===== config.mk =====
export PLATFORM = sky130hd
export DESIGN_NAME = prfg_ctrl
export DESIGN_NICKNAME = d
export VERILOG_FILES = /design/src/rtl/core/pcm_ring_fifo_with_gain_top_assert.svh /design/src/rtl/core/prfg_pkg.sv /design/src/rtl/core/prfg_ctrl.sv
export SDC_FILE = /design/constraint.sdc
export NUM_CORES = 1
export LEC_CHECK = 0
export BUFFER_PORTS_ARGS = -buffer_cell sky130_fd_sc_hd__buf_2
export CORE_AREA = 2 2 39 41
export DETAILED_ROUTE_END_ITERATION = 10
export DIE_AREA = 0 0 41 43
export GPL_TIMING_DRIVEN = 1
export SYNTH_ARGS = -nofsm -noshare
export SYNTH_HDL_FRONTEND = slang
export SYNTH_SLANG_ARGS = --single-unit

===== constraint.sdc =====
create_clock -name clk -period 1.3 [get_ports clk]
set_input_delay 0.13 -clock clk [delete_from_list [all_inputs] [get_ports clk]]
set_output_delay 0.13 -clock clk [all_outputs]
set_load 0.1 [all_outputs]

===== src/rtl/core/pcm_ring_fifo_with_gain_top_assert.svh =====
// Assertion macros for the PCM ring FIFO.
`ifndef PCM_RING_FIFO_WITH_GAIN_TOP_ASSERT_SVH
`define PCM_RING_FIFO_WITH_GAIN_TOP_ASSERT_SVH

`ifndef SYNTHESIS
`define PRFG_ASSERT_NOW(lbl, prop, msg) \
	lbl: assert property (@(posedge clk) disable iff (!arst_n) prop) else $error(msg);
`define PRFG_ASSERT_NEXT(lbl, ante, cons, msg) \
	lbl: assert property (@(posedge clk) disable iff (!arst_n) (ante) |=> (cons)) \
		else $error(msg);
`else
`define PRFG_ASSERT_NOW(lbl, prop, msg)
`define PRFG_ASSERT_NEXT(lbl, ante, cons, msg)
`endif

`endif


===== src/rtl/core/prfg_pkg.sv =====
package prfg_pkg;

	localparam int SAMPLE_W = 16;
	localparam int CFG_W    = 18;
	localparam int CFG_AW   = 3;
	localparam int GAIN_W   = 16;
	localparam int CAP_W    = 16;
	localparam int RATE_W   = 18;
	localparam int CH_W     = 4;
	localparam int DEN_W    = RATE_W + CH_W;
	localparam int MS_W     = 25;
	localparam int MS_SCALE_W = 10;
	localparam int MS_PER_S = 1000;
	localparam int PROD_W   = 31;

	localparam logic [GAIN_W-1:0] GAIN_RST = 16'd32768;
	localparam logic [CAP_W-1:0]  CAP_RST  = 16'd32768;
	localparam logic [RATE_W-1:0] RATE_RST = 18'd44100;
	localparam logic [CH_W-1:0]   CH_RST   = 4'd2;

	localparam logic [SAMPLE_W-1:0] SAMPLE_POS_MAX = 16'h7FFF;
	localparam logic [SAMPLE_W-1:0] SAMPLE_NEG_MAG = 16'h8000;

	typedef enum logic [1:0] {
		MODE_WRITE = 2'd0,
		MODE_READ  = 2'd1,
		MODE_CLEAR = 2'd2
	} mode_t;

	typedef enum logic [CFG_AW-1:0] {
		REG_ENABLED  = 3'd0,
		REG_GAIN     = 3'd1,
		REG_CAPACITY = 3'd2,
		REG_RATE     = 3'd3,
		REG_CHANNELS = 3'd4
	} cfg_reg_t;

	typedef struct packed {
		logic capture;
		logic exec;
		logic fetch;
		logic step;
	} prfg_cmd_t;

	typedef struct packed {
		logic div_last;
	} prfg_stat_t;

endpackage


===== src/rtl/core/prfg_ctrl.sv =====
module prfg_ctrl import prfg_pkg::*; (
	input  logic       clk,
	input  logic       arst_n,
	input  logic       start,
	input  prfg_stat_t stat,
	output prfg_cmd_t  cmd,
	output logic       busy,
	output logic       done
);

	typedef enum logic [4:0] {
		ST_IDLE  = 5'b00001,
		ST_EXEC  = 5'b00010,
		ST_FETCH = 5'b00100,
		ST_DIV   = 5'b01000,
		ST_DONE  = 5'b10000
	} state_t;

	state_t state_q, state_d;

	always_comb begin
		state_d = state_q;
		case (state_q)
			ST_IDLE: begin
				if (start) begin
					state_d = ST_EXEC;
				end
			end
			ST_EXEC:  state_d = ST_FETCH;
			ST_FETCH: state_d = ST_DIV;
			ST_DIV: begin
				if (stat.div_last) begin
					state_d = ST_DONE;
				end
			end
			ST_DONE:  state_d = ST_IDLE;
			default:  state_d = ST_IDLE;
		endcase
	end

	always_ff @(posedge clk or negedge arst_n) begin
		if (!arst_n) begin
			state_q <= ST_IDLE;
		end else begin
			state_q <= state_d;
		end
	end

	assign cmd.capture = (state_q == ST_IDLE) && start;
	assign cmd.exec    = (state_q == ST_EXEC);
	assign cmd.fetch   = (state_q == ST_FETCH);
	assign cmd.step    = (state_q == ST_DIV);
	assign busy        = (state_q != ST_IDLE);
	assign done        = (state_q == ST_DONE);

endmodule


After elaboration in Yosys (flattened, before gate mapping)

Index checks and enable logic that the tools add are counted.

Flip-flop bits (word level): 5
Output and inout port bits: 6
Input bits: 4
Logic and storage cells: 14

Eq/ne operators: 8
Muxes and demuxes: 3
Reductions and logical operators: 2

Operators with widths:

| cell                                                                  | number |
|---|---|
| 5-bit one-hot mux with 4 select lines                                 | 1 |
| 5-bit 2-to-1 mux                                                      | 2 |
| 5-bit by 1-bit equality test with 1-bit output, second input constant | 1 |
| 5-bit by 2-bit equality test with 1-bit output, second input constant | 1 |
| 5-bit by 3-bit equality test with 1-bit output, second input constant | 1 |
| 5-bit by 4-bit equality test with 1-bit output, second input constant | 1 |
| 5-bit equality test, second input constant                            | 1 |
| 5-bit by 1-bit != test with 1-bit output, second input constant       | 1 |
| 2-bit != test, second input constant                                  | 2 |
| 2-bit AND reduction                                                   | 1 |
| 1-bit logical AND                                                     | 1 |

Logic depth before layout (Yosys ltp)

Depth after elaboration: 3
Mapped depth: 3
Depth with buffers taken out: 3

Worst setup path before layout

Ideal clock, no wire load.

Path type: reg2out
From: reg state_q[1]
To: out done
Stages on the path, launching flop included: 4
Slack: -1411 ps
Buffers on the path: 0
Required time: 1170 ps
Data arrival time: 2581 ps
Path through: dfrtp_1 nor2_1 nand2_1 nor3_1

Word-level cells in the longest chain between the ends: 1

RTL lines:

| item                     | RTL line        | text |
|---|---|---|
| start: declaration       | prfg_ctrl.sv:19 | `state_t state_q, state_d;` |
| start signal: assignment | prfg_ctrl.sv:45 | `state_q <= state_d;` |
| 5-bit equality test      | prfg_ctrl.sv:54 | `assign done = (state_q == ST_DONE);` |
| end: declaration         | prfg_ctrl.sv:8  | `output logic done` |

No other way between the ends.

==> impl_metrics.py <==
metrics = {
    "outcome": {
        "status": "finished, violations left",
        "violations": "negative setup slack",
    },
    "die": {
        "placementRows": 14,
        "ios": 10,
        "die_w_um": 41,
        "initial_core_util": 0.204,
        "dieArea_mm2": 0.00176,
        "dieHeight_um": 43,
        "core-area_mm2": 0.00138,
    },
    "synth": {
        "ys_types": 18,
        "ys.flop_type": "dfrtp_1",
        "ys_seq_area_frac": 0.447,
        "yosysWarnings": 0,
        "synth_area_um2": 283,
        "yosys.area.top_type_share": 0.354,
        "synth_edf_count": 0,
        "synth_area_leaders": "dfrtp_1 35%, dfstp_2 9.3%, and4b_1 7.1%, and3b_1 6.2%, nor2b_4 4.9%",
        "synth-seq-cells": 5,
        "avgSynthCellArea_um2": 10.1,
        "netlist_instances": 28,
        "async_flop_share": 1.00,
        "synth.largest_area_cell": "dfrtp_1",
        "synthesis.nets": 32,
    },
    "final_layout": {
        "drive_gt1_frac": 0.625,
        "final_area_um2": 558,
        "nets": 53,
        "syn2layout_area_growth_pct": 97.3,
        "diodes": 0,
        "top_regs": "state_q: 5 flops",
        "largest_register_ffs": 5,
        "top_register": "state_q",
        "register_area_um2": 128,
        "fin_util": 0.403,
        "layout_commonest_cell": "buf_4",
        "final_cell_mix": "6 x buf_4, 5 x buf_12, 3 x clkbuf_4, 3 x buf_2, 3 x dfrtp_1",
        "fillers": 146,
        "multi_input_area_um2": 191,
    },
    "timing": {
        "skew_ns": 0.00223,
        "post-route-period-util": 1.16,
        "hold_viol_final": 0,
        "rsz0062_at_grt": "yes",
        "layout_min_cycle_time_ns": 1.51,
        "relSlewSlack": 0.866,
        "drv_slew": 0,
        "setup_ws_ns": -0.213,
        "setup_viol": 6,
        "worst_slew_pin_slew_ns": 0.202,
        "timing.fmax_ghz": 0.661,
        "fin_tns_setup_ns": -1.02,
    },
    "setup_path": {
        "slowest_delay_ns": 0.43,
        "end_kind": "primary output",
        "critPathMaxFanout": 3,
        "path_cells": "or3_4 -> nor2b_4 -> buf_12",
        "r2r-end": "state_q[0]",
        "worst_setup_path_start_kind": "flip-flop",
        "reg2reg_depth": 4,
        "cp_slowest_cell": "or3_4",
        "path_class": "flip-flop to primary output",
        "rr_startpoint": "state_q[2]",
        "arrival_ns": 1.38,
        "r2r_setup_slack_ns": 0.11,
        "cp.required_ns": 1.17,
    },
    "route": {
        "dr.pass1.iters": 2,
        "via_per_inst": 4.33,
        "wl_um": 617,
        "drt_iter0_drc": 3,
        "drc": 0,
        "drtAntennaViolNets": 0,
        "via_count": 277,
        "wl_per_cell_um": 9.64,
    },
    "cts": {
        "numCtsBuffers": 3,
        "cts_sinks": 5,
        "cts_buffer_depth": 2,
        "cts-root-buf": "clkbuf_4",
        "ctsHtreeMaxLevel": 1,
        "tritoncts": "yes",
        "path_clk_slew_ns": 0.04,
        "clk-insertion-delay-late_ns": 0.24,
    },
    "global_route": {
        "grt_usage": 0.0821,
        "gr-total-overflow": 0,
        "grt_max_degree": 9,
        "antenna_found_initial": 0,
        "grt_pass1_wl_um": 966,
        "grt_pass1_vias": 275,
    },
    "power_and_ir_drop": {
        "peakVddDrop_mv": 1.01,
        "p_leak_nw": 0.245,
        "power_density_mw_per_mm2": 2290,
        "fin_total_pwr_mw": 1.28,
    },
    "min_path": {
        "hold_class": "input pin to flip-flop",
        "min_to": "state_q[4]",
        "hold_start": "stat",
        "worstHoldPathCells": 2,
    },
    "placement": {
        "place_area_um2": 470,
        "gp_congestion": 0.721,
        "place_ws_ns": 0.0260,
        "hpwl_um": 455,
        "io_buffers": 9,
    },
    "run": {
        "max_cap_violations": 0,
    },
}
[power breakdown]
part           switching (mW)  internal, mW  total [mW]
clock                  0.0589         0.116       0.175
combinational           0.510         0.333       0.843
sequential             0.0545         0.206       0.260
[timing repair]
action | 4_1_cts | 5_1_grt
pin swaps | 4 | 6
hold buffers | 1 | 0
gates resized for setup | 3 | 4
buffers inserted | 3 | 1
endpoints found under the hold margin | 5 | 0
setup endpoints to repair | 6 | 6
[worst max-delay path by stage]
| stage | start | to | cells after the start |
|---|---|---|---|
| detailed placement | state_q[2] | cmd[3] | 3 |
| CTS | state_q[1] | cmd[0] | 3 |
| global placement | state_q[0] | cmd[0] | 3 |
| floorplan | state_q[1] | state_q[4] | 3 |
| global route | state_q[2] | cmd[3] | 3 |
| finish | state_q[1] | cmd[0] | 3 |
[layout make-up]
class,instances,share of cell area
timing repair buffer,17,0.345
multi-input combinational,22,0.343
sequential,5,0.229
clock buffer,4,0.0471
tap,16,0.0359
[per-layer routing]
layer | track usage | part of all wire | vias to the layer above
li1 | - | - | 140
met1 | 0.0861 | 0.41 | 130
met2 | 0.134 | 0.55 | 7
met3 | 0.0157 | 0.042 | 0
met4 | 0.0600 | 0 | 0
met5 | 0 | 0 | -
[cells in the mapped netlist (2+ instances only)]
master and number:
dfrtp_1 4, nor2_1 3, and3b_1 2, and4b_1 2
nand2b_1 2, nor2b_1 2, nor3_1 2
[stage by stage]
| step | instances | hold WS, ns |
|---|---|---|
| 4_1_cts | 63 | 0.103 |
| 6_report | 64 | 0.114 |
| 5_1_grt | 64 | 0.119 |
| 3_5_place_dp | 55 | -0.0560 |
| 3_3_place_gp | 55 | -0.0571 |
| 2_1_floorplan | 28 | -0.166 |
[logic make-up (layout without fill, tap and decap cells)]
logic type | count (synthesis) | count (layout) | synth area share
flops | 5 | 5 | 0.447
buf+inv | 1 | 21 | 0.0266
compound gates | 3 | 3 | 0.0575
simple gates | 19 | 19 | 0.469
[critical path, delay by kind of cell (launching register included)]
family / cells / cell delay, ns
flops: 1 / 0.38
buf+inv: 1 / 0.18
simple gates: 2 / 0.58
(Power assumes the default switching activity.)
